<file path="config.mk">
export PLATFORM = sky130hd
export DESIGN_NAME = lrd_packer
export DESIGN_NICKNAME = d
export VERILOG_FILES = /design/src/rtl/core/lrd_pkg.sv /design/src/rtl/core/lrd_packer.sv
export SDC_FILE = /design/constraint.sdc
export NUM_CORES = 1
export LEC_CHECK = 0
export BUFFER_PORTS_ARGS = -buffer_cell sky130_fd_sc_hd__buf_2
export CAP_MARGIN = 15
export CORE_MARGIN = 2
export CORE_UTILIZATION = 55
export DETAILED_ROUTE_END_ITERATION = 8
export PLACE_DENSITY_LB_ADDON = 0.08
export SYNTH_ARGS = -nofsm -noshare
export SYNTH_HDL_FRONTEND = slang
export SYNTH_SLANG_ARGS = --single-unit
</file>
<file path="constraint.sdc">
create_clock -name clk -period 4.5 [get_ports clk]
set_input_delay 0.675 -clock clk [delete_from_list [all_inputs] [get_ports clk]]
set_output_delay 0.675 -clock clk [all_outputs]
set_load 0.05 [all_outputs]
</file>
<file path="src/rtl/core/lrd_pkg.sv">
// ----------------------------------------------------------------------------
// lrd_pkg : shared definitions for the LZSS ring decoder
// Ring geometry, sequencer and parse enums, and the packer control structs.
// ----------------------------------------------------------------------------
package lrd_pkg;

	// Ring geometry
	localparam int RING_BITS   = 12;
	localparam int RING_SIZE   = 1 << RING_BITS;
	localparam int RING_START  = 4078;
	localparam int CLEAR_LIMIT = 4077;
	// stream-start clear saturates at the ring size
	localparam int CLR_LIM     = (CLEAR_LIMIT > RING_SIZE) ? RING_SIZE : CLEAR_LIMIT;

	// Token format
	localparam logic [15:0] CTRL_FILL = 16'hff00;
	localparam logic [4:0]  MIN_MATCH = 5'd3;

	typedef logic [RING_BITS-1:0] ring_addr_t;
	typedef logic [RING_BITS:0]   clr_cnt_t;

	// Sequencer states
	typedef enum logic [2:0] {
		S_INIT,
		S_WAIT,
		S_CLEAR,
		S_EXEC,
		S_COPY_RD,
		S_COPY_WR
	} seq_state_t;

	// Stream parse phase
	typedef enum logic [2:0] {
		PH_IDLE,
		PH_HEADER,
		PH_NEXT,
		PH_DATA,
		PH_REFHI
	} phase_t;

	// Sequencer to packer
	typedef struct packed {
		logic        put;
		logic [7:0]  data;
		logic        last;
		logic        restart;
		logic        load;
		logic [30:0] count;
	} pk_ctl_t;

	// Packer to sequencer
	typedef struct packed {
		logic held;
		logic slot_free;
		logic finish;
	} pk_sts_t;

endpackage

</file>
<file path="src/rtl/core/lrd_packer.sv">
// ----------------------------------------------------------------------------
// lrd_packer : byte pairing and word output register
// Pairs decoded bytes low byte first, counts words down against the header
// count, numbers them and holds one word for the output channel.
// ----------------------------------------------------------------------------
module lrd_packer (
	input  logic             clk,
	input  logic             arst_n,
	input  lrd_pkg::pk_ctl_t ctl,
	output lrd_pkg::pk_sts_t sts,
	input  logic             word_ready,
	output logic             word_valid,
	output logic [15:0]      out_word,
	output logic [30:0]      word_index,
	output logic             last_of_run,
	output logic             stream_done
);

	logic [7:0]  held_q;
	logic        held_valid_q;
	logic [30:0] words_left_q;
	logic [30:0] idx_q;
	logic        ov_q;
	logic [15:0] ow_q;
	logic [30:0] oi_q;
	logic        ol_q;
	logic        od_q;
	logic        finish;

	// this put completes the last word of the stream
	assign finish = held_valid_q && (words_left_q == 31'd1);

	assign sts.held      = held_valid_q;
	assign sts.slot_free = !ov_q || word_ready;
	assign sts.finish    = finish;

	// pairing, counters and output register
	always_ff @(posedge clk or negedge arst_n) begin
		if (!arst_n) begin
			held_q       <= '0;
			held_valid_q <= 1'b0;
			words_left_q <= '0;
			idx_q        <= '0;
			ov_q         <= 1'b0;
		end else begin
			// a new word fills the register, else a taken word empties it
			if (ctl.put && held_valid_q) begin
				ov_q <= 1'b1;
			end else if (word_ready) begin
				ov_q <= 1'b0;
			end
			if (ctl.restart) begin
				held_q       <= '0;
				held_valid_q <= 1'b0;
				words_left_q <= '0;
				idx_q        <= '0;
			end
			if (ctl.load) begin
				words_left_q <= ctl.count;
			end
			if (ctl.put) begin
				if (!held_valid_q) begin
					held_q       <= ctl.data;
					held_valid_q <= 1'b1;
				end else begin
					held_valid_q <= 1'b0;
					words_left_q <= words_left_q - 31'd1;
					idx_q        <= idx_q + 31'd1;
				end
			end
		end
	end

	// word payload
	always_ff @(posedge clk) begin
		if (ctl.put && held_valid_q) begin
			ow_q <= {ctl.data, held_q};
			oi_q <= idx_q;
			ol_q <= ctl.last || finish;
			od_q <= finish;
		end
	end

	assign word_valid  = ov_q;
	assign out_word    = ow_q;
	assign word_index  = oi_q;
	assign last_of_run = ol_q;
	assign stream_done = od_q;

endmodule
</file>
## Yosys cells after proc, flatten, opt, wreduce, memory -nomap -nowiden

Index checks and enable logic that the tools add are counted.

| word-level totals | value |
|---|---|
| register bits after elaboration | 121 |
| input bits | 46 |

| operators by class | value |
|---|---|
| add/subtract/negate cells | 2 |
| eq/ne operators | 1 |
| multiplexer cells | 15 |
| reductions and logical operators | 7 |

Operators by type and width:

| kind | number |
|---|---|
| two-way mux 31 bit | 7 |
| adder 31 x 1 -> 31 bit, second input constant | 1 |
| == test 31 x 1 -> 1 bit, second input constant | 1 |
| subtractor 31 x 1 -> 31 bit, second input constant | 1 |
| two-way mux 8 bit | 3 |
| two-way mux 1 bit | 5 |
| nonzero test 2 bit | 2 |
| logical AND 1 bit | 2 |
| logical OR 1 bit | 2 |
| zero test 1 bit | 1 |

## Depth between registers and ports, before layout

| depth | value |
|---|---|
| word-level depth | 4 |
| mapped depth | 7 |

## Worst setup path after synthesis

OpenSTA, ideal clock, no wires.

| path | value |
|---|---|
| kind | input -> register |
| from | in ctl[42] in the netlist's numbering |
| to | reg words_left_q[28] |
| library setup time | 87 ps |
| arrival time | 3076 ps |
| data required time | 4413 ps |
| path slack | 1337 ps |
| stages | 6 |
| path buffers | 2 |
| cell sequence | nand2_1 > inv_1 > clkbuf_1 > clkbuf_1 > o211ai_1 > o211ai_1 |

| between the ends | value |
|---|---|
| longest elaborated chain between the ends | 1 |

Ends and longest elaborated chain:

| item | RTL line | text |
|---|---|---|
| start: declaration | lrd_packer.sv:9 | `input lrd_pkg::pk_ctl_t ctl,` |
| two-way mux 31 bit | lrd_packer.sv:61 | `if (ctl.put) begin` |
| end signal: assignment | lrd_packer.sv:59 | `words_left_q <= ctl.count;` |
| end signal: assignment | lrd_packer.sv:67 | `words_left_q <= words_left_q - 31'd1;` |
| end: declaration | lrd_packer.sv:21 | `logic [30:0] words_left_q;` |

Every way passes these cells.
A chain may end at the register's enable or synchronous reset.

==> insert_results.sql <==
INSERT INTO impl_metrics (metric_group, metric, value, unit) VALUES
('floorplan', 'vert_die_dim', '104', 'um'),
('outcome', 'outcome', 'completed', ''),
('global_route', 'globalRoute.totalOverflow', '0', ''),
('clock_network', 'clockRootBuffer', 'clkbuf_8', ''),
('sta', 'worst_clock_skew', '6.33', 'ps'),
('routing', 'route.antenna.remaining_nets', '0', ''),
('pwr', 'static-leakage-power', '2.83', 'nW'),
('routing', 'viasPerCell', '6.05', ''),
('logic_synthesis', 'asyncSetResetFlopFracSynth', '0.595', ''),
('placed_design', 'dp_hpwl', '8.50', 'mm'),
('logic_synthesis', 'post-synth-top-area-fraction', '0.327', ''),
('global_route', 'gr-usage-met2', '0.396', ''),
('clock_network', 'worst_skew_pair.late_latency', '500', 'ps'),
('clock_network', 'cts_hold_repair.buffers', '0', ''),
('logic_synthesis', 'number_of_register_bits_inferred_by_synthesis', '121', ''),
('sta', 'finalWorstPathRequiredPeriod', '3480', 'ps'),
('floorplan', 'floorplan.die_area', '0.0108', 'mm^2'),
('floorplan', 'core_area', '0.00973', 'mm^2'),
('cells_and_area', 'layout_cells_sized_above_1', '0.237', ''),
('clock_network', 'cts_htree_levels', '4', ''),
('run', 'maxCapViolations', '0', ''),
('placed_design', 'port_buffers', '98', ''),
('sta', 'final.hold.worst_slack', '307', 'ps'),
('sta', 'setup_violating_endpoint_count_in_the_final_report', '0', ''),
('global_route', 'grt_pass1_vias', '4414', ''),
('sta', 'final-hold-violation-count', '0', ''),
('min_path', 'hold_path_class', 'in2async', ''),
('floorplan', 'top_level_ports', '99', ''),
('cells_and_area', 'synthToLayoutAreaGrowth', '20.5', '%'),
('clock_network', 'cts-buffers-inserted', '17', ''),
('floorplan', 'die-width', '104', 'um'),
('logic_synthesis', 'sequential_to_total_area_share_from_yosys_stat', '0.594', ''),
('floorplan', 'rows', '36', ''),
('global_route', 'antenna_found_initial', '0', ''),
('clock_network', 'cts.repair_timing.setup_buffer_count', '0', ''),
('clock_network', 'cts.path.max_buffers', '2', ''),
('pwr', 'powerDensity', '431', 'mW/mm^2'),
('clock_network', 'cts_sink_cnt', '121', ''),
('logic_synthesis', 'synthCells', '509', ''),
('worst_setup_path', 'timing_worst_setup_path_type', 'reg2out', ''),
('routing', 'drt_iter0_drc', '315', ''),
('logic_synthesis', 'synth-edff-count', '49', ''),
('clock_network', 'tritoncts', 'yes', ''),
('sta', 'achievable-frequency', '287', 'MHz'),
('logic_synthesis', 'synth_cell_types', '48', ''),
('clock_network', 'cts_repair_resize_count', '0', ''),
('clock_network', 'cts.clk_slew.worst_paths', '60', 'ps'),
('logic_synthesis', 'synth_fp_nets', '558', ''),
('routing', 'dr_total_vias', '4539', ''),
('routing', 'first_pass_iters', '5', ''),
('routing', 'drt_drc_violations_left', '0', ''),
('global_route', 'grt_first_pass_wirelength', '21.6', 'mm'),
('logic_synthesis', 'yosysWarningCount', '0', ''),
('logic_synthesis', 'synth_top_cell_by_area', 'dfrtp_1', ''),
('worst_setup_path', 'setup.worst_path.end_class', 'primary output', ''),
('routing', 'post_drt_wl_per_cell', '17.1', 'um'),
('routing', 'drt-total-wl', '12.8', 'mm'),
('logic_synthesis', 'synth_most_common_cell', 'dfrtp_1', ''),
('worst_setup_path', 'crit_arrival', '2810', 'ps'),
('global_route', 'gr-max-usage-layer', 'met2', ''),
('global_route', 'grt.met3_usage', '0.0620', ''),
('global_route', 'grtUsageMet1', '0.329', ''),
('logic_synthesis', 'synth_common_cells', 'dfrtp_1, nand2_1, edfxtp_1', ''),
('sta', 'fin_setup_tns', '0', 'ps'),
('cells_and_area', 'final_nets', '653', ''),
('sta', 'grt_setup_unrepaired', 'false', ''),
('global_route', 'largest_net_degree_at_the_start_of_global_routing', '49', ''),
('worst_setup_path', 'timing.critical_path.fanout_max', '6', ''),
('worst_setup_path', 'worstSetupStartpointType', 'register', ''),
('pwr', 'power.ir.vdd_worst', '217', 'uV'),
('logic_synthesis', 'syn-mean-instance-area', '10.8', 'um^2'),
('sta', 'worstMarginPinSlew', '1050', 'ps'),
('logic_synthesis', 'synth_area_leaders', 'dfrtp_1, edfxtp_1, nand2_1, nand3_1, o21ai_0', ''),
('sta', 'max_slew_violation_count', '0', ''),
('cells_and_area', 'antenna_cells', '0', ''),
('sta', 'final.period_utilization', '0.773', ''),
('global_route', 'globalRouteTotalUtil', '0.247', ''),
('sta', 'max_slew_margin', '0.297', ''),
('placed_design', 'gp_congestion', '0.845', ''),
('floorplan', 'start_util', '0.566', ''),
('cells_and_area', 'nFillCells', '782', ''),
('logic_synthesis', 'yosys_most_used_dff', 'dfrtp_1', ''),
('worst_setup_path', 'worstPathRequired', '3830', 'ps'),
('logic_synthesis', 'netlist_area', '0.00551', 'mm^2');
==> metal layers <==
| layer | share of wire | wire, um |
|---|---|---|
| met1 | 0.43 | 5540 |
| met2 | 0.50 | 6350 |
| met3 | 0.055 | 700 |
| met4 | 0.016 | 204 |
| met5 | 0 | 0 |
==> flip-flops by register name, summed over array words and instances, names as in the netlist <==
name	flops
held_q	8
held_valid_q	1
idx_q	31
last_of_run	1
out_word	16
stream_done	1
word_index	31
word_valid	1
words_left_q	31
==> path summary, 6_finish.rpt <==
kind                                            startpoint                          to  slack, ps  cells after the start
worst min register to register         held_q[1]$_DFF_PN0_       out_word[1]$_DFFE_PP_        460                      0
worst max register to register    held_valid_q$_DFFE_PN0P_          idx_q[8]$_DFF_PN0_       1560                      6
min in group clk                                   ctl[40]      out_word[14]$_DFFE_PP_        360                      1
worst max-delay path            words_left_q[24]$_DFF_PN0_                      sts[0]       1020                      5
worst min-delay path                                arst_n  words_left_q[10]$_DFF_PN0_        310                      1
max in group asynchronous                           arst_n         idx_q[16]$_DFF_PN0_       3190                      2
==> stage by stage <==
stage	std cells	util	instance area, um^2	setup slack [ps]	total power, mW
finish	750	0.682	6640	1020	2.86
global route	750	0.682	6640	813	2.98
CTS	750	0.682	6640	982	2.88
detailed placement	718	0.626	6090	1360	1.66
global placement	718	0.626	6090	1520	1.65
floorplan	509	-	5510	1340	1.54
==> where the power goes <==
part           internal (mW)  leakage [nW]  switching [mW]
registers               1.22          1.41          0.0648
logic                  0.102          1.16           0.250
clock network          0.730         0.260           0.491
==> cell families (layout without fill, tap and decap cells) <==
logic type	count (synthesis)	after routing	synth area share
and+or+nand+nor	218	218	0.202
AOI/OAI and AO/OA	121	121	0.151
DFF	121	121	0.594
buffers and inverters	34	142	0.0248
muxes	10	10	0.0182
adders and majority gates	3	3	0.00681
xor gates and xnor gates	2	2	0.00318
==> worst max-delay path: stages (launching register included) <==
cell and delay, ps:
dfrtp_1 430, nor4_1 610, nand2_1 190, or3_1 370
nor4_1 360, buf_2 340
==> layout make-up <==
cell class,instances,area (um^2),share of cell area
inverters,7,26.3,0.00396
repair buffers,103,528,0.0796
well taps,133,166,0.0251
clock inverters,15,129,0.0194
flip-flops and latches,121,3270,0.493
clock buffers,17,414,0.0624
multi-input cells,354,2100,0.316
==> cells in the final DEF (no fill, tap or decap), drive strengths merged, types with 10 or more instances in the layout <==
| cell | netlist | routed |
|---|---|---|
| clkbuf | 23 | 17 |
| nand4 | 17 | 17 |
| nand2 | 65 | 65 |
| o211ai | 10 | 10 |
| mux2i | 10 | 10 |
| a221o | 10 | 10 |
| nor3 | 20 | 20 |
| nor2 | 27 | 27 |
| nand3 | 38 | 38 |
| and3 | 11 | 11 |
| buf | 4 | 103 |
| o21ai | 34 | 34 |
| a21oi | 16 | 16 |
| edfxtp | 49 | 49 |
| dfrtp | 72 | 72 |
(Power assumes the default switching activity.)
